File: src/assert_macros.svh
// Assertion macros shared by the job queue RTL.
// Depends on nothing; included by modules that carry concurrent checks.
`ifndef ASSERT_MACROS_SVH
`define ASSERT_MACROS_SVH
`ifndef SYNTH
`define TAJQ_ASSERT(lbl, clk, rst_n, prop) \
    lbl: assert property (@(posedge clk) disable iff (!rst_n) prop) \
        else $error("assertion failed");
`define TAJQ_ASSERT_ALWAYS(lbl, clk, prop) \
    lbl: assert property (@(posedge clk) prop) else $error("assertion failed");
`else
`define TAJQ_ASSERT(lbl, clk, rst_n, prop)
`define TAJQ_ASSERT_ALWAYS(lbl, clk, prop)
`endif
`endif

File: src/tajq_pkg.sv
// Constants, types and helpers for the timed actuator job queue.
// No dependencies; used by tajq_fifo and timed_actuator_job_queue.
package tajq_pkg;

    localparam int QUEUE_DEPTH = 7;
    localparam int ACTUATORS   = 8;
    localparam int DUR_W       = 16;
    localparam int ACT_W       = 3;
    localparam int COUNT_W     = $clog2(QUEUE_DEPTH + 1);

    localparam logic FUNC_RUN  = 1'b0;
    localparam logic FUNC_TICK = 1'b1;

    typedef logic [ACT_W-1:0]     t_act;
    typedef logic [DUR_W-1:0]     t_dur;
    typedef logic [COUNT_W-1:0]   t_count;
    typedef logic [ACTUATORS-1:0] t_lines;

    typedef struct packed {
        logic push;
        logic pop;
    } t_fifo_cmd;

    typedef struct packed {
        t_count count;
        logic   full;
        logic   empty;
    } t_fifo_stat;

    // one-hot drive; an actuator number with no line raises nothing
    function automatic t_lines drive_decode(input logic busy, input t_act act);
        t_lines v;
        v = '0;
        for (int i = 0; i < ACTUATORS; i++) begin
            v[i] = busy && (act == ACT_W'(i));
        end
        return v;
    endfunction

endpackage

File: src/tajq_fifo.sv
// Shift FIFO of waiting jobs: write at the fill count, read at the head.
// Depends on tajq_pkg and assert_macros.svh.
`include "assert_macros.svh"
module tajq_fifo (
    input  logic               i_clk,
    input  logic               i_rst_n,
    input  tajq_pkg::t_fifo_cmd i_cmd,
    input  tajq_pkg::t_act     i_act,
    input  tajq_pkg::t_dur     i_dur,
    output tajq_pkg::t_act     o_head_act,
    output tajq_pkg::t_dur     o_head_dur,
    output tajq_pkg::t_fifo_stat o_stat
);
    import tajq_pkg::*;

    t_act   r_act [QUEUE_DEPTH];
    t_dur   r_dur [QUEUE_DEPTH];
    t_count r_count;
    t_count n_count;

    always_comb begin
        n_count = r_count;
        if (i_cmd.push && !o_stat.full) begin
            n_count = r_count + COUNT_W'(1);
        end else if (i_cmd.pop && !o_stat.empty) begin
            n_count = r_count - COUNT_W'(1);
        end
    end

    always_ff @(posedge i_clk) begin
        if (!i_rst_n) begin
            r_count <= '0;
        end else begin
            r_count <= n_count;
        end
    end

    // entries carry no reset; only slots below the count are ever read
    always_ff @(posedge i_clk) begin
        for (int i = 0; i < QUEUE_DEPTH; i++) begin
            if (i_cmd.push && r_count == COUNT_W'(i)) begin
                r_act[i] <= i_act;
                r_dur[i] <= i_dur;
            end else if (i_cmd.pop && i < QUEUE_DEPTH - 1) begin
                r_act[i] <= r_act[(i + 1) % QUEUE_DEPTH];
                r_dur[i] <= r_dur[(i + 1) % QUEUE_DEPTH];
            end
        end
    end

    assign o_head_act   = r_act[0];
    assign o_head_dur   = r_dur[0];
    assign o_stat.count = r_count;
    assign o_stat.full  = (r_count == COUNT_W'(QUEUE_DEPTH));
    assign o_stat.empty = (r_count == '0);

    `TAJQ_ASSERT(a_count_bound, i_clk, i_rst_n, r_count <= COUNT_W'(QUEUE_DEPTH))
    `TAJQ_ASSERT(a_no_push_pop, i_clk, i_rst_n, !(i_cmd.push && i_cmd.pop))
    `TAJQ_ASSERT(a_pop_dec, i_clk, i_rst_n, (i_cmd.pop && !o_stat.empty) |=> (r_count == $past(r_count) - COUNT_W'(1)))
endmodule

File: src/timed_actuator_job_queue.sv
// Timed actuator job queue: each beat taken in gives one beat out in the next cycle.
// One beat per cycle while i_out_ready is high; the output register refills as taken.
// Every state update (start, queue, drop, tick count, pop) is one combinational
// pass between the job/queue registers and the output register.
// Reset (synchronous, active low): idle, actuator 0, queue empty, no output pending.
// Depends on tajq_pkg, tajq_fifo and assert_macros.svh.
`include "assert_macros.svh"
module timed_actuator_job_queue (
    input  logic                     i_clk,
    input  logic                     i_rst_n,
    input  logic                     i_in_valid,
    output logic                     o_in_ready,
    input  logic                     i_func,
    input  tajq_pkg::t_act           i_actuator,
    input  tajq_pkg::t_dur           i_duration,
    output logic                     o_out_valid,
    input  logic                     i_out_ready,
    output logic                     o_running,
    output tajq_pkg::t_act           o_active_actuator,
    output tajq_pkg::t_lines         o_drive_lines,
    output tajq_pkg::t_count         o_queued,
    output logic                     o_dropped
);
    import tajq_pkg::*;

    logic       r_busy,  n_busy;
    t_act       r_cur,   n_cur;
    t_dur       r_left,  n_left;
    logic       n_drop;
    t_count     n_count;
    logic       in_fire;

    t_fifo_cmd  fifo_cmd;
    t_fifo_stat fifo_stat;
    t_act       head_act;
    t_dur       head_dur;

    logic       r_out_valid;
    logic       r_o_running;
    t_act       r_o_act;
    t_lines     r_o_lines;
    t_count     r_o_queued;
    logic       r_o_dropped;

    assign o_in_ready = !r_out_valid || i_out_ready;
    assign in_fire    = i_in_valid && o_in_ready;

    tajq_fifo u_fifo (
        .i_clk      (i_clk),
        .i_rst_n    (i_rst_n),
        .i_cmd      (fifo_cmd),
        .i_act      (i_actuator),
        .i_dur      (i_duration),
        .o_head_act (head_act),
        .o_head_dur (head_dur),
        .o_stat     (fifo_stat)
    );

    always_comb begin
        n_busy   = r_busy;
        n_cur    = r_cur;
        n_left   = r_left;
        n_drop   = 1'b0;
        fifo_cmd = '0;
        if (in_fire) begin
            case (i_func)
                FUNC_RUN: begin
                    if (!r_busy) begin
                        n_busy = 1'b1;
                        n_cur  = i_actuator;
                        n_left = i_duration;
                    end else if (!fifo_stat.full) begin
                        fifo_cmd.push = 1'b1;
                    end else begin
                        n_drop = 1'b1;
                    end
                end
                FUNC_TICK: begin
                    if (!r_busy) begin
                        // start tick is not counted
                        if (!fifo_stat.empty) begin
                            fifo_cmd.pop = 1'b1;
                            n_busy = 1'b1;
                            n_cur  = head_act;
                            n_left = head_dur;
                        end
                    end else if (r_left == '0) begin
                        n_busy = 1'b0;
                    end else begin
                        n_left = r_left - DUR_W'(1);
                    end
                end
                default: ;
            endcase
        end
        n_count = fifo_stat.count + COUNT_W'(fifo_cmd.push) - COUNT_W'(fifo_cmd.pop);
    end

    always_ff @(posedge i_clk) begin
        if (!i_rst_n) begin
            r_busy      <= 1'b0;
            r_cur       <= '0;
            r_left      <= '0;
            r_out_valid <= 1'b0;
        end else begin
            r_busy <= n_busy;
            r_cur  <= n_cur;
            r_left <= n_left;
            if (in_fire) begin
                r_out_valid <= 1'b1;
            end else if (i_out_ready) begin
                r_out_valid <= 1'b0;
            end
        end
    end

    always_ff @(posedge i_clk) begin
        if (in_fire) begin
            r_o_running <= n_busy;
            r_o_act     <= n_cur;
            r_o_lines   <= drive_decode(n_busy, n_cur);
            r_o_queued  <= n_count;
            r_o_dropped <= n_drop;
        end
    end

    assign o_out_valid       = r_out_valid;
    assign o_running         = r_o_running;
    assign o_active_actuator = r_o_act;
    assign o_drive_lines     = r_o_lines;
    assign o_queued          = r_o_queued;
    assign o_dropped         = r_o_dropped;

    `TAJQ_ASSERT(a_lines_idle, i_clk, i_rst_n, (r_out_valid && !r_o_running) |-> (r_o_lines == '0))
    `TAJQ_ASSERT(a_drop_full, i_clk, i_rst_n, n_drop |-> (r_busy && fifo_stat.full))
    `TAJQ_ASSERT(a_stall_hold, i_clk, i_rst_n, (r_out_valid && !i_out_ready) |=> (r_out_valid && $stable(r_o_queued)))
    `TAJQ_ASSERT_ALWAYS(a_ready_empty, i_clk, !r_out_valid |-> o_in_ready)
endmodule
File: config.mk
export PLATFORM = sky130hd
export DESIGN_NAME = timed_actuator_job_queue
export DESIGN_NICKNAME = d
export VERILOG_FILES = /design/src/tajq_pkg.sv /design/src/tajq_fifo.sv /design/src/timed_actuator_job_queue.sv
export VERILOG_INCLUDE_DIRS = /design/src /design/src/src
export SDC_FILE = /design/constraint.sdc
export NUM_CORES = 1
export LEC_CHECK = 0
export BUFFER_PORTS_ARGS = -buffer_cell sky130_fd_sc_hd__buf_2
export CORE_ASPECT_RATIO = 1.25
export CORE_MARGIN = 4
export CORE_UTILIZATION = 50
export CTS_CLUSTER_SIZE = 25
export DETAILED_ROUTE_END_ITERATION = 8
export PLACE_DENSITY = 0.67
export SLEW_MARGIN = 25
export SYNTH_ARGS = -nofsm -noshare
export SYNTH_HDL_FRONTEND = slang
export SYNTH_SLANG_ARGS = --single-unit
File: constraint.sdc
create_clock -name i_clk -period 10.3 [get_ports i_clk]
set_input_delay 1.03 -clock i_clk [delete_from_list [all_inputs] [get_ports i_clk]]
set_output_delay 1.03 -clock i_clk [all_outputs]
set_load 0.02 [all_outputs]
# After elaboration in Yosys (flattened, before gate mapping)
# Memory sizes are Yosys's and may differ from the RTL's.
# Index checks and enable logic that the tools add are counted.
dict set report totals {
  mem_bits_rw 133
  rom_bits 0
  regBits 40
  latchBits 0
  n_memories 2
}
dict set report classes {
  div_mod_pow 0
  n_reduce_logical 31
  magnitude_cmp 0
  mul 0
  bitwise 14
  n_shift 0
  add_sub_neg 5
  mux 71
  eq_ne 17
}
# memory depth word_bits read_ports rd_clocked_by_memory_dff wr line
set memory_table {}
lappend memory_table {u_fifo.r_dur 7 16 7 0 6 tajq_fifo.sv:17} ;# t_dur r_dur [QUEUE_DEPTH];
lappend memory_table {u_fifo.r_act 7 3 7 0 6 tajq_fifo.sv:16} ;# t_act r_act [QUEUE_DEPTH];
# operator n
set ops {}
lappend ops {{16-bit 2-to-1 mux} 11}
lappend ops {{3-bit 2-to-1 mux} 15}
lappend ops {{1-bit 2-to-1 mux} 41}
lappend ops {{16-bit one-hot mux with 2 select lines} 1}
lappend ops {{3-bit equality test (second input constant)} 8}
lappend ops {{1-bit logical AND} 18}
lappend ops {{16-bit zero test} 1}
lappend ops {{16-bit OR reduction} 1}
lappend ops {{16-bit by 1-bit subtractor with 16-bit output (second input constant)} 1}
lappend ops {{3-bit by 2-bit equality test with 1-bit output (second input constant)} 4}
lappend ops {{1-bit OR} 12}
lappend ops {{3-bit by 1-bit equality test with 1-bit output (second input constant)} 2}
lappend ops {{3-bit zero test} 2}
lappend ops {{3-bit inequality test (second input constant)} 2}
lappend ops {{3-bit one-hot mux with 2 select lines} 1}
lappend ops {{4-bit AND reduction} 1}
lappend ops {{2-bit nonzero test} 2}
lappend ops {{3-bit by 1-bit adder with 3-bit output} 1}
lappend ops {{3-bit by 1-bit adder with 3-bit output (second input constant)} 1}
lappend ops {{1-bit zero test} 3}
lappend ops {{3-bit OR reduction} 1}
lappend ops {{3-bit by 1-bit subtractor with 3-bit output} 1}
lappend ops {{3-bit by 1-bit subtractor with 3-bit output (second input constant)} 1}
lappend ops {{2-bit 2-to-1 mux} 1}
lappend ops {{other kinds (5)} 6}

# Depth between registers and ports, before layout
# Gate-level depths: netlist (run 1).
dict set report logic_depth {
  depth_word 10
  mapped_depth 14
}

# Modules after synthesis
# From an unflattened synthesis (run 1), not the netlist that was laid out.
dict set report hier_totals {
  cells_unflattened 537
  area_unflattened_um2 8151.6
}
# module cells_per_inst seq_area_each_um2 area_per_inst_um2 n_inst
set modules_own_cells {}
lappend modules_own_cells {tajq_fifo 305 4053.9 6023.3 1}
lappend modules_own_cells {timed_actuator_job_queue 232 900.9 2128.3 1}

# Least setup slack after synthesis (run 1)
# Ideal clock, no wire load.
dict set report synth_timing {
  path_type {input -> register}
  startpoint {input i_in_valid}
  endpoint {memory u_fifo.r_act[0][0] in the netlist's numbering (enable)}
  path_stages 4
  setup_ns 0.422
  slack_ns 6.296
  t_arrival_ns 3.583
  path_cell_list {inv_1 > nor2_1 > nand2_1 > o21ai_0}
}
# item line
set synth_lines {}
lappend synth_lines {{start, declared} timed_actuator_job_queue.sv:11} ;# input logic i_in_valid,
lappend synth_lines {{end, declared} tajq_fifo.sv:16}

# Worst setup path in the final report (run 1)
dict set report layout_timing {
  startpoint {register r_busy}
  endpoint {register r_o_queued[2] (netlist: o_queued[2]), data pin}
}
dict set report layout_between {
  elab_chain_len 5
  word_cells_on_any_way 7
  cone_classes {add/sub: 2; mux: 5}
}
# item line
set layout_rtl {}
lappend layout_rtl {{start, declared} timed_actuator_job_queue.sv:26} ;# logic r_busy, n_busy;
lappend layout_rtl {{start signal, assigned} timed_actuator_job_queue.sv:106} ;# r_busy <= n_busy;
lappend layout_rtl {{1-bit 2-to-1 mux} timed_actuator_job_queue.sv:68} ;# if (!r_busy) begin
lappend layout_rtl {{1-bit 2-to-1 mux} timed_actuator_job_queue.sv:66} ;# case (i_func)
lappend layout_rtl {{2-bit 2-to-1 mux *} timed_actuator_job_queue.sv:65} ;# if (in_fire) begin
lappend layout_rtl {{3-bit by 1-bit adder with 3-bit output} timed_actuator_job_queue.sv:96} ;# n_count = fifo_stat.count + COUNT_W'(fifo_cmd.push) - COUNT_W'(fifo_cmd.pop);
lappend layout_rtl {{3-bit by 1-bit subtractor with 3-bit output *} timed_actuator_job_queue.sv:96}
lappend layout_rtl {{named net n_count[2]} timed_actuator_job_queue.sv:30} ;# t_count n_count;
lappend layout_rtl {{end signal, assigned} timed_actuator_job_queue.sv:122} ;# r_o_queued <= n_count;
lappend layout_rtl {{end, declared} timed_actuator_job_queue.sv:42} ;# t_count r_o_queued;
# Mark *: on every way through the listed nets, which the timed path passes. The rest lies on a longest branch.
# A chain may end at the register's enable or synchronous reset.

==> results.md, run 1 <==
* R2r setup slk at 6.00 ns
* Synth Flop Type: edfxtp_1
* Hold Crit Class: reg -> reg
* CP Max Fanout at 83
* Worst Max-Slew Pin Slew at 0.921 ns
* FP Rows at 49
* Number of global-route vias before repair at 4,599
* Met3 WL at 871 um
* Initial antenna violation count at 0
* Routed met2 length at 7.19 mm
* Combinational power share at 10.6%
* DR pass1 iterations at 5
* RSZ-0062 raised after global routing: false
* Post-DP Area at 0.00776 mm^2
* Post-layout power at 1.65 mW
* Reg-to-reg endpoint: o_queued[2]
* Highest metal used: met4
* Psw at 0.404 mW
* Io pins at 42
* Clock root buffer: clkbuf_16
* Synth Instances at 576
* Area grow syn2layout at 11.6%
* Clk pwr share at 40.3%
* Leak at 3.49 nW
* Post-CTS sizing at 0
* Min-Delay Path Depth at 2
* Distinct cells, synth at 52
* Layout cells sized above 1 at 15.1%
* Critical hold path startpoint: r_left[14]
* Hold-fix buffer count after cts at 0
* Post-Place Worst Slack at 5.64 ns
* Worst Path Required at 10.48 ns
* CTS Buffer Depth at 2
* Diode count at 0
* Fin area at 0.00838 mm^2
* PD cells at 197 mW/mm^2
* Syn nets at 610
* Final Hold Fails at 0
* GPL Wtd Cong at 0.849
* Worst Skew at 0.00839 ns
* Initial DRC count at 347
* Fraction of power consumed by sequential logic at 49.1%
* Max-Cap Viols at 0
* DR vias at 4,592
* Register area share after synthesis at 66.0%
* Cts bufs inserted at 17
* Setup TNS at 0 ns
* Worst Setup End Kind: flip-flop
* Slew headroom at 38.6%
* DRT Wirelength at 15.1 mm
* Yosys warns at 0
* Number of synthesized flops with an enable pin at 149
* Max Freq at 233 MHz
* Clock slew at reported path FFs at 0.07 ns
* Die W at 118 um
* Reg2reg start: r_busy
* CP arrival at 4.48 ns
* Gr ovfl total at 0
* Syn Area/Cell at 13.0 um^2
* Drt via density at 5.87
* Net Sw Frac at 24.5%
* P_int at 1.24 mW
* Fin nets at 625
* Core area at 0.0146 mm^2
* Critical path class: reg -> reg
* Fillers at 1,185
* Number of synthesized register bits at 173
* TritonCTS clock tree: yes
* Worst hold slack at 0.487 ns
* Global-route wire length before repair at 24.1 mm
* CTS H-tree lvls at 4
* Number of routed nets with antenna violations at 0
* Final worst slack at 6.00 ns
* Die area at 0.0171 mm^2
* Port buffer count at 41
* Final worst-path cycle share at 41.8%
* Routed len/inst at 19.3 um
* Largest net degree at the start of global routing at 84
* Crit path time final at 4.30 ns
* Synth Cell Area at 0.00751 mm^2
* Global-route usage over all layers at 18.1%
* Hold Crit Endpoint: r_left[14]
* Die H at 145 um
* Max rail drop VDD at 0.129 mV
* Initial Utilization at 51.5%
* Worst Reg-to-Reg Cells at 8
* CP Launch Type: flip-flop
* Worst-Skew Late Latency at 0.43 ns
* DRC viols at 0
* Final setup fails at 0
* Slew Limit Fails at 0
* Status: finished clean
* DRT met1 WL at 6.53 mm
* Hpwl dp at 9.46 mm
* Asr flop ratio synth at 0%
* CTS Sinks at 173
* Setup bufs post-CTS at 0
power by group through the flow:
| stage | Clock (mW) | Sequential, mW | Combinational [mW] |
|---|---|---|---|
| final | 0.664 | 0.809 | 0.175 |
| after global routing | 0.706 | 0.812 | 0.194 |
| after CTS | 0.676 | 0.809 | 0.174 |
| after detailed placement | 0 | 0.824 | 0.173 |
| after global placement | 0 | 0.824 | 0.167 |
| after floorplan | 0 | 0.826 | 0.130 |
synthesized netlist by cell type (2+ instances only):
cell | n | area share (%)
o2111ai_1 | 2 | 0.23
nor2_1 | 26 | 1.3
o21ai_0 | 16 | 1.1
and2_0 | 18 | 1.5
a21oi_1 | 28 | 1.9
edfxtp_1 | 149 | 60
or3_1 | 7 | 0.58
buf_2 | 15 | 1.0
buf_1 | 2 | 0.10
clkbuf_1 | 27 | 1.3
buf_6 | 3 | 0.45
nor3_4 | 2 | 0.43
a211o_1 | 5 | 0.58
dfxtp_1 | 24 | 6.4
nor3_1 | 15 | 1.0
ha_1 | 9 | 1.5
nor4_1 | 2 | 0.17
a31oi_1 | 9 | 0.75
nand2b_1 | 3 | 0.25
nor2b_1 | 2 | 0.17
and2_1 | 2 | 0.17
xnor2_1 | 6 | 0.70
a211oi_1 | 2 | 0.20
nand2_1 | 19 | 0.95
inv_1 | 17 | 0.85
o22ai_1 | 6 | 0.50
nand3_1 | 3 | 0.20
nand4_1 | 3 | 0.25
and3_1 | 3 | 0.25
a221oi_1 | 2 | 0.23
o211ai_1 | 8 | 0.80
a21o_1 | 121 | 12
critical path: stages, from the launching register on:
cell and delay (ns):
dfxtp_1 0.59, inv_1 0.55, nand4_1 0.43, nor2_4 0.73, buf_4 0.74, nand2_1 0.20, fa_1 0.44, xnor2_1 0.15
xnor2_1 0.14
worst max path at each step:
stage / from / endpoint / cells after the start
2_1_floorplan: i_in_valid / u_fifo.r_act[0][0] / 4
3_5_place_dp: i_func / o_queued[2] / 8
3_3_place_gp: i_func / o_queued[2] / 8
5_1_grt: r_busy / o_queued[2] / 8
4_1_cts: r_busy / o_queued[2] / 8
6_report: r_busy / o_queued[2] / 8
cell families after synthesis:
family | count (synthesis) | share of synthesized area [%]
buf+inv | 66 | 3.90
mux | 1 | 0.133
xor+xnor | 6 | 0.700
fa+ha+maj | 10 | 1.77
simple gates | 114 | 8.26
compound gates | 206 | 19.3
flops | 173 | 66.0
through the flow:
step           util, %  instances
2_1_floorplan        -        576
3_3_place_gp      53.1        750
3_5_place_dp      53.2        750
4_1_cts           57.4        782
5_1_grt           57.5        782
6_report          57.5        782
flip-flops by register name, summed over array words and instances, names as in the netlist, 3 cells and up:
name               flops
o_drive_lines          8
r_left                16
u_fifo.r_act          21
o_active_actuator      3
r_cur                  3
o_queued               3
u_fifo.r_dur         112
u_fifo.r_count         3
area by class of cell:
class / count / area (um^2) / area share [%]
Multi-Input combinational cell: 337 / 2300 / 27.4
Sequential cell: 173 / 4950 / 59.1
Clock inverter: 15 / 188 / 2.24
Tap cell: 178 / 223 / 2.66
Clock buffer: 17 / 425 / 5.07
Inverter: 18 / 67.6 / 0.806
Timing Repair Buffer: 44 / 228 / 2.72
cells in the final DEF, fill, tap and decap left out, drive strengths merged, types with 8 or more instances in the layout:
master	count
inv	21
or3	8
a21o	122
buf	44
nand2	19
clkbuf	17
o21ai	16
o211ai	8
clkinv	8
a31oi	9
a21oi	28
edfxtp	149
ha	9
and2	20
nor3	18
dfxtp	24
nor2	26
routing by layer:
layer | global-route usage, % | vias up
li1 | - | 2186
met1 | 23.0 | 2220
met4 | 8.74 | 0
met2 | 29.1 | 160
met3 | 4.40 | 26
met5 | 0 | -
Power figures use the tool's default switching activity.
==> inputs of run 2 (changes only) <==
Settings changed: PLACE_DENSITY 0.67 to 0.7.
Clock period 10.3 ns to 3.6 ns, I/O delays scaled along.
==> run 2 against run 1 <==
  * Count of clock-buffer cells in the layout stayed put
  * Flip-flop and latch count unchanged
  * Sequential share of layout area is 0.34 points lower
  * Core utilization rose by 0.33 points
  * Die area is the same
  * Clock skew down 0.0019 ns
  * Clock power rose to 2.7 times the previous value
  * Critical path depth did not move
  * Wire length down 0.83%
  * Power rose to 2.8 times the previous value
  * Sequential power grew to 2.9 times the previous value
  * Critical endpoint is now u_fifo.r_dur[2][3]
==> results.md, run 2 (same netlist as run 1, synthesis figures left out) <==
* Status: finished clean
* Worst hold slack at 0.154 ns (-0.332 ns)
* Final worst-path cycle share at 80.9% (+39 points)
* DRT Wirelength at 14.9 mm (-0.83%)
* Max FFs per register at 112 (unchanged)
* Psw at 1.14 mW (+180%)
* Largest Register: u_fifo.r_dur
* Diode count at 0 (unchanged)
* Clk pwr share at 39.2% (-1.1 points)
* Post-layout power at 4.64 mW (+180%)
* DR vias at 4,617 (+0.54%)
* Setup bufs post-CTS at 0 (unchanged)
* Initial Utilization at 51.5% (unchanged)
* Crit path time final at 2.91 ns (-1.39 ns)
* Fin area at 0.00843 mm^2 (+0.58%)
* Setup TNS at 0 ns (unchanged)
* Commonest non-fill, non-tap cell in the layout: edfxtp_1
* Reg-to-reg endpoint: u_fifo.r_dur[2][3]
* Slew Limit Fails at 0 (unchanged)
* Global-route usage over all layers at 18.4% (+0.34 points)
* Gr ovfl total at 0 (unchanged)
* Fin cells at 792 (+1.3%)
* Worst Max-Slew Pin Slew at 0.707 ns (-0.214 ns)
* Critical path, cell by cell: inv_1 > ha_1 > nand2b_1 > nand4_1 > nor2_4 > buf_12 > a21o_1 > buf_4
* Clock slew at reported path FFs at 0.07 ns (about the same)
* GPL Wtd Cong at 0.856 (+0.84%)
* Layout cells sized above 1 at 16.0% (+0.89 points)
* GR Util met1 at 23.2% (+0.18 points)
* Core area at 0.0146 mm^2 (unchanged)
* CP Max Fanout at 118 (+42%)
* Initial DRC count at 281 (-19%)
* Port buffer count at 41 (unchanged)
* DR pass1 iterations at 4 (-1)
* Min-Delay Path Depth at 1 (-1)
* Number of routed nets with antenna violations at 0 (unchanged)
* Number of global-route vias before repair at 4,873 (+6.0%)
* GR Util met3 at 4.13% (-0.27 points)
* Global-route wire length before repair at 24.9 mm (+3.3%)
* Drt via density at 5.83 (-0.73%)
* TritonCTS clock tree: yes
* CP Launch Type: flip-flop
* Top flop regs: u_fifo.r_dur: 112 flops, u_fifo.r_act: 21 flops, r_left: 16 flops
* Post-placement cell count at 760 (+1.3%)
* Grt peak-use layer: met2
* Post-DP Area at 0.00784 mm^2 (+1.1%)
* Final worst slack at 0.687 ns (-5.31 ns)
* Combinational power share at 11.0% (+0.4 points)
* Leak at 3.53 nW (+1.0%)
* Die H at 145 um (unchanged)
* Worst Path Required at 3.70 ns (-6.78 ns)
* DRC viols at 0 (unchanged)
* Slew headroom at 52.7% (+14 points)
* Hold Crit Class: in -> reg
* Most frequent cells in the layout: edfxtp_1, a21o_1, buf_2, a21oi_1, nor2_1
* FP Rows at 49 (unchanged)
* Met2 Track Usage GR at 30.9% (+1.8 points)
* Fraction of power consumed by sequential logic at 49.8% (+0.7 points)
* CP arrival at 3.01 ns (-1.47 ns)
* CTS Buffer Depth at 2 (unchanged)
* Worst-Skew Late Latency at 0.43 ns (about the same)
* Sum of buffers and inverters on the critical path at 3 (+1)
* Worst Setup End Kind: flip-flop
* Reg2reg start: u_fifo.r_count[0]
* Crit path max-delay cell type: dfxtp_1
* Area grow syn2layout at 12.3%
* Hpwl dp at 9.74 mm (+3.0%)
* Worst Reg-to-Reg Cells at 8 (unchanged)
* CTS H-tree lvls at 4 (unchanged)
* Critical hold path startpoint: i_duration[0]
* Cts bufs inserted at 17 (unchanged)
* Hold Crit Endpoint: u_fifo.r_dur[6][0]
* Die area at 0.0171 mm^2 (unchanged)
* Critical path class: reg -> reg
* Clock root buffer: clkbuf_16
* RSZ-0062 raised after global routing: false
* Max-Cap Viols at 0 (unchanged)
* PD cells at 550 mW/mm^2 (+180%)
* CTS Sinks at 173 (unchanged)
* Post-CTS sizing at 0 (unchanged)
* Largest net degree at the start of global routing at 119 (+42%)
* Worst Skew at 0.00649 ns (-0.00190 ns)
* R2r setup slk at 0.69 ns (-5.31 ns)
* Final Util at 57.8% (+0.33 points)
* Io pins at 42 (unchanged)
* Top Family by Delay on Critical Path: simple AND/OR/NAND/NOR gates
* Post-Place Worst Slack at 0.678 ns (-4.96 ns)
* Fin nets at 635 (+1.6%)
* Routed len/inst at 18.9 um (-2.1%)
* P_int at 3.50 mW (+180%)
* Die W at 118 um (unchanged)
* Worst path max stage delay at 0.42 ns (-0.32 ns)
* Net Sw Frac at 24.6% (+0.15 points)
* Initial antenna violation count at 0 (unchanged)
* Final setup fails at 0 (unchanged)
* Max Freq at 343 MHz (+48%)
* Final Hold Fails at 0 (unchanged)
* Max rail drop VDD at 0.277 mV (+110%)
* Hold-fix buffer count after cts at 0 (unchanged)
## run 2: how the worst max path moves through the flow
stage / startpoint / endpoint / slack [ns] / cells after the start
floorplan: o_out_valid / u_fifo.r_act[0][0] / 0.15 / 4
global placement: u_fifo.r_count[0] / u_fifo.r_dur[2][4] / 0.84 / 8
detailed placement: u_fifo.r_count[0] / u_fifo.r_dur[2][1] / 0.68 / 8
CTS: u_fifo.r_count[0] / u_fifo.r_act[0][6] / 0.64 / 8
global route: u_fifo.r_count[1] / u_fifo.r_dur[2][7] / 0.44 / 8
finish: u_fifo.r_count[0] / u_fifo.r_dur[2][3] / 0.69 / 8
## run 2: final cells by class
cell class	count	area [um^2]
Fill cell	1161	6160
Inverter	18	67.6
Clock inverter	15	161
Multi-Input combinational cell	337	2290
Sequential cell	173	4950
Clock buffer	17	425
Tap cell	178	223
Timing Repair Buffer	54	315
## run 2: power by group through the flow
stage          clock [mW]  sequential [mW]  combinational (mW)
5_1_grt              1.93             2.32               0.567
6_report             1.82             2.31               0.508
2_1_floorplan           0             2.36               0.371
3_3_place_gp            0             2.35               0.492
3_5_place_dp            0             2.35               0.507
4_1_cts              1.85             2.31               0.511
## run 2: metal layers
metal / up-vias / wire, um
li1: 2206 / -
met4: 0 / 221
met2: 109 / 7700
met1: 2286 / 6350
met3: 16 / 654
met5: - / 0
## run 2: worst reg2reg max path, delay by kind of cell (launching register included)
| kind | cells | cell delay (ns) |
|---|---|---|
| AO/OA/AOI/OAI | 1 | 0.14 |
| flip-flops | 1 | 0.42 |
| AND/OR/NAND/NOR | 3 | 0.93 |
| adder cells (fa/ha/maj) | 1 | 0.27 |
| buffers and inverters | 3 | 0.82 |
==> inputs of run 3 (changes only) <==
Settings changed: ABC_AREA from default to 1, PLACE_DENSITY 0.7 to 0.67.
Clock period 3.6 ns to 2.8 ns, I/O delays scaled along.
==> run 3 against run 2 <==
  * Final cell count up 32%
  * First-iteration DRC count up 54%
  * Combinational power up 11%
  * Largest cell class unchanged
  * Global-route usage up 0.89 points
  * Die area up 2.2%
==> results.md, run 3 <==
* Status: finished clean
* Post-Place Worst Slack at 0.287 ns (-0.392 ns)
* Worst Reg-to-Reg Cells at 13 (+5)
* CP Max Fanout at 5 (-96%)
* Io pins at 42 (unchanged)
* Max-Cap Viols at 0 (unchanged)
* DRC viols at 0 (unchanged)
* R2r setup slk at 0.28 ns (-0.40 ns)
* Final Hold Fails at 0 (unchanged)
* Initial Utilization at 51.2% (-0.28 points)
* Max FFs per register at 112 (unchanged)
* Clock root buffer: clkbuf_16
* Fraction of power consumed by sequential logic at 50.5% (+0.7 points)
* Fin nets at 882 (+39%)
* Number of global-route vias before repair at 5,131 (+5.3%)
* Leak at 3.61 nW (+2.3%)
* Die area at 0.0174 mm^2 (+2.2%)
* Diode count at 0 (unchanged)
* Worst Setup SP: u_fifo.r_count[1]
* Worst Skew at 0.00612 ns (-0.000372 ns)
* Area grow syn2layout at 13.1%
* Largest Register: u_fifo.r_dur
* Setup TNS at 0 ns (unchanged)
* TritonCTS clock tree: yes
* Worst Path Required at 2.97 ns (-0.73 ns)
* Number of synthesized register bits at 173 (unchanged)
* Largest net degree at the start of global routing at 118 (-0.84%)
* Asr flop ratio synth at 0% (unchanged)
* Die H at 147 um (+1.1%)
* Clock slew at reported path FFs at 0.06 ns (about the same)
* Hold-fix buffer count after cts at 0 (unchanged)
* CTS Sinks at 173 (unchanged)
* Hpwl dp at 10.4 mm (+6.7%)
* Worst-Skew Late Latency at 0.43 ns (about the same)
* DR pass1 iterations at 5 (+1)
* Clk pwr share at 39.8% (+0.6 points)
* CP endpoint: o_queued[2]
* Hold Crit Class: in -> reg
* Core area at 0.0150 mm^2 (+2.9%)
* Synth Cell Area at 0.00769 mm^2 (+2.3%)
* DRT Wirelength at 15.8 mm (+6.1%)
* Most frequent cell after synthesis: nand2_1
* PD cells at 664 mW/mm^2 (+21%)
* Post-placement cell count at 1,011 (+33%)
* Final setup fails at 0 (unchanged)
* CP arrival at 2.69 ns (-0.32 ns)
* Final worst slack at 0.282 ns (-0.404 ns)
* Global-route usage over all layers at 19.3% (+0.89 points)
* Combinational power share at 9.7% (-1.3 points)
* Global-route wire length before repair at 26.3 mm (+5.6%)
* Register area share after synthesis at 64.5% (-1.5 points)
* Fin cells at 1,043 (+32%)
* CTS H-tree lvls at 4 (unchanged)
* Slew Limit Fails at 0 (unchanged)
* Final worst-path cycle share at 89.9% (+9.0 points)
* Commonest non-fill, non-tap cell in the layout: nand2_1
* Most frequent cells in the layout: nand2_1, edfxtp_1, nor2_1, inv_1, buf_2
* Gr ovfl total at 0 (unchanged)
* Fillers at 1,309 (+13%)
* P_int at 4.37 mW (+25%)
* Psw at 1.41 mW (+23%)
* Top flop regs: u_fifo.r_dur: 112 flops, u_fifo.r_act: 21 flops, r_left: 16 flops
* Max rail drop VDD at 0.529 mV (+91%)
* Post-synth top area share at 58.2% (-1.4 points)
* Syn Area/Cell at 9.63 um^2 (-26%)
* Cts bufs inserted at 17 (unchanged)
* GPL Wtd Cong at 0.856 (about the same)
* Worst Setup End Kind: flip-flop
* Reg2reg start: u_fifo.r_count[1]
* Distinct cells, synth at 32 (-38%)
* Critical path class: reg -> reg
* Synth Flop Type: edfxtp_1
* Worst Max-Slew Pin Slew at 0.519 ns (-0.188 ns)
* Layout cells sized above 1 at 12.8% (-3.2 points)
* Setup bufs post-CTS at 0 (unchanged)
* Crit path time final at 2.52 ns (-0.396 ns)
* Drt via density at 5.16 (-12%)
* Number of routed nets with antenna violations at 0 (unchanged)
* FP Rows at 50 (+2.0%)
* Synth Instances at 798 (+39%)
* CTS Buffer Depth at 2 (unchanged)
* Initial antenna violation count at 0 (unchanged)
* Synth area leaders: edfxtp_1, nand2_1, dfxtp_1
* Initial DRC count at 432 (+54%)
* RSZ-0062 raised after global routing: false
* Post-CTS sizing at 0 (unchanged)
* Slew headroom at 65.4% (+13 points)
* Reg-to-reg endpoint: o_queued[2]
* Yosys warns at 0 (unchanged)
* Syn nets at 832 (+36%)
* Max Freq at 397 MHz (+16%)
* Most instantiated cells after synthesis: nand2_1, edfxtp_1, nor2_1
* Port buffer count at 41 (unchanged)
* Die W at 119 um (+1.1%)
* DR vias at 5,378 (+16%)
* Number of synthesized flops with an enable pin at 149 (unchanged)
* Routed len/inst at 15.2 um (-19%)
* CP Launch Type: flip-flop
* Net Sw Frac at 24.4% (-0.22 points)
* Yosys top cell by area: edfxtp_1
[run 3: final cells by class]
type,instances,area [um^2],share of cell area [%]
well taps,182,228,2.62
inverters,50,188,2.16
flip-flops and latches,173,4950,57.0
clock buffers,17,425,4.89
repair buffers,58,345,3.97
multi-input cells,548,2410,27.7
clock inverters,15,145,1.67
[run 3: worst max-delay path, stage by stage (launching register included)]
cell	delay (ns)
dfxtp_1	0.36
inv_1	0.17
ha_1	0.22
inv_1	0.09
nor2_1	0.12
nor2_2	0.06
nand2_1	0.14
inv_2	0.07
nand2_1	0.10
nand2_1	0.08
ha_1	0.21
fa_1	0.37
xnor2_1	0.14
xor2_1	0.14
[run 3: worst min path at each step]
stage                                  start                  end  depth (start not counted)
after floorplan                i_actuator[0]   u_fifo.r_act[1][6]                          0
after global placement    u_fifo.r_dur[4][1]   u_fifo.r_dur[3][1]                          2
after detailed placement  u_fifo.r_dur[1][7]   u_fifo.r_dur[0][7]                          2
after CTS                      i_duration[5]   u_fifo.r_dur[6][5]                          1
after global routing          i_duration[15]  u_fifo.r_dur[6][15]                          1
final                          i_duration[5]   u_fifo.r_dur[6][5]                          1
[run 3: metrics by stage]
step / hold slack [ns] / util [%] / power, mW / area (um^2)
2_1_floorplan: 0.379 / - / 3.37 / 7690
3_3_place_gp: 0.491 / 54.1 / 3.52 / 8120
3_5_place_dp: 0.494 / 54.1 / 3.54 / 8120
4_1_cts: 0.0604 / 57.9 / 5.82 / 8690
5_1_grt: 0.0637 / 57.9 / 6.02 / 8690
6_report: 0.0738 / 57.9 / 5.78 / 8690
[run 3: power by group through the flow]
stage	clock network (mW)	registers, mW	logic [mW]
floorplan	0	2.99	0.387
finish	2.30	2.92	0.562
detailed placement	0	2.97	0.565
CTS	2.34	2.92	0.569
global placement	0	2.97	0.550
global route	2.45	2.92	0.647
[run 3: kinds of logic after synthesis]
| logic type | after synthesis | synth area share, % |
|---|---|---|
| and+or+nand+nor | 505 | 26.5 |
| DFF | 173 | 64.5 |
| buffers and inverters | 77 | 4.61 |
| AOI/OAI and AO/OA | 28 | 2.13 |
| adders and majority gates | 10 | 1.73 |
| xor gates and xnor gates | 5 | 0.570 |
[run 3: layer usage]
metal | vias up | track usage [%] | wire [um]
li1 | 2710 | - | -
met4 | 0 | 6.49 | 184
met3 | 16 | 4.11 | 687
met5 | - | 0 | 0
met2 | 112 | 31.9 | 7950
met1 | 2540 | 25.5 | 7020
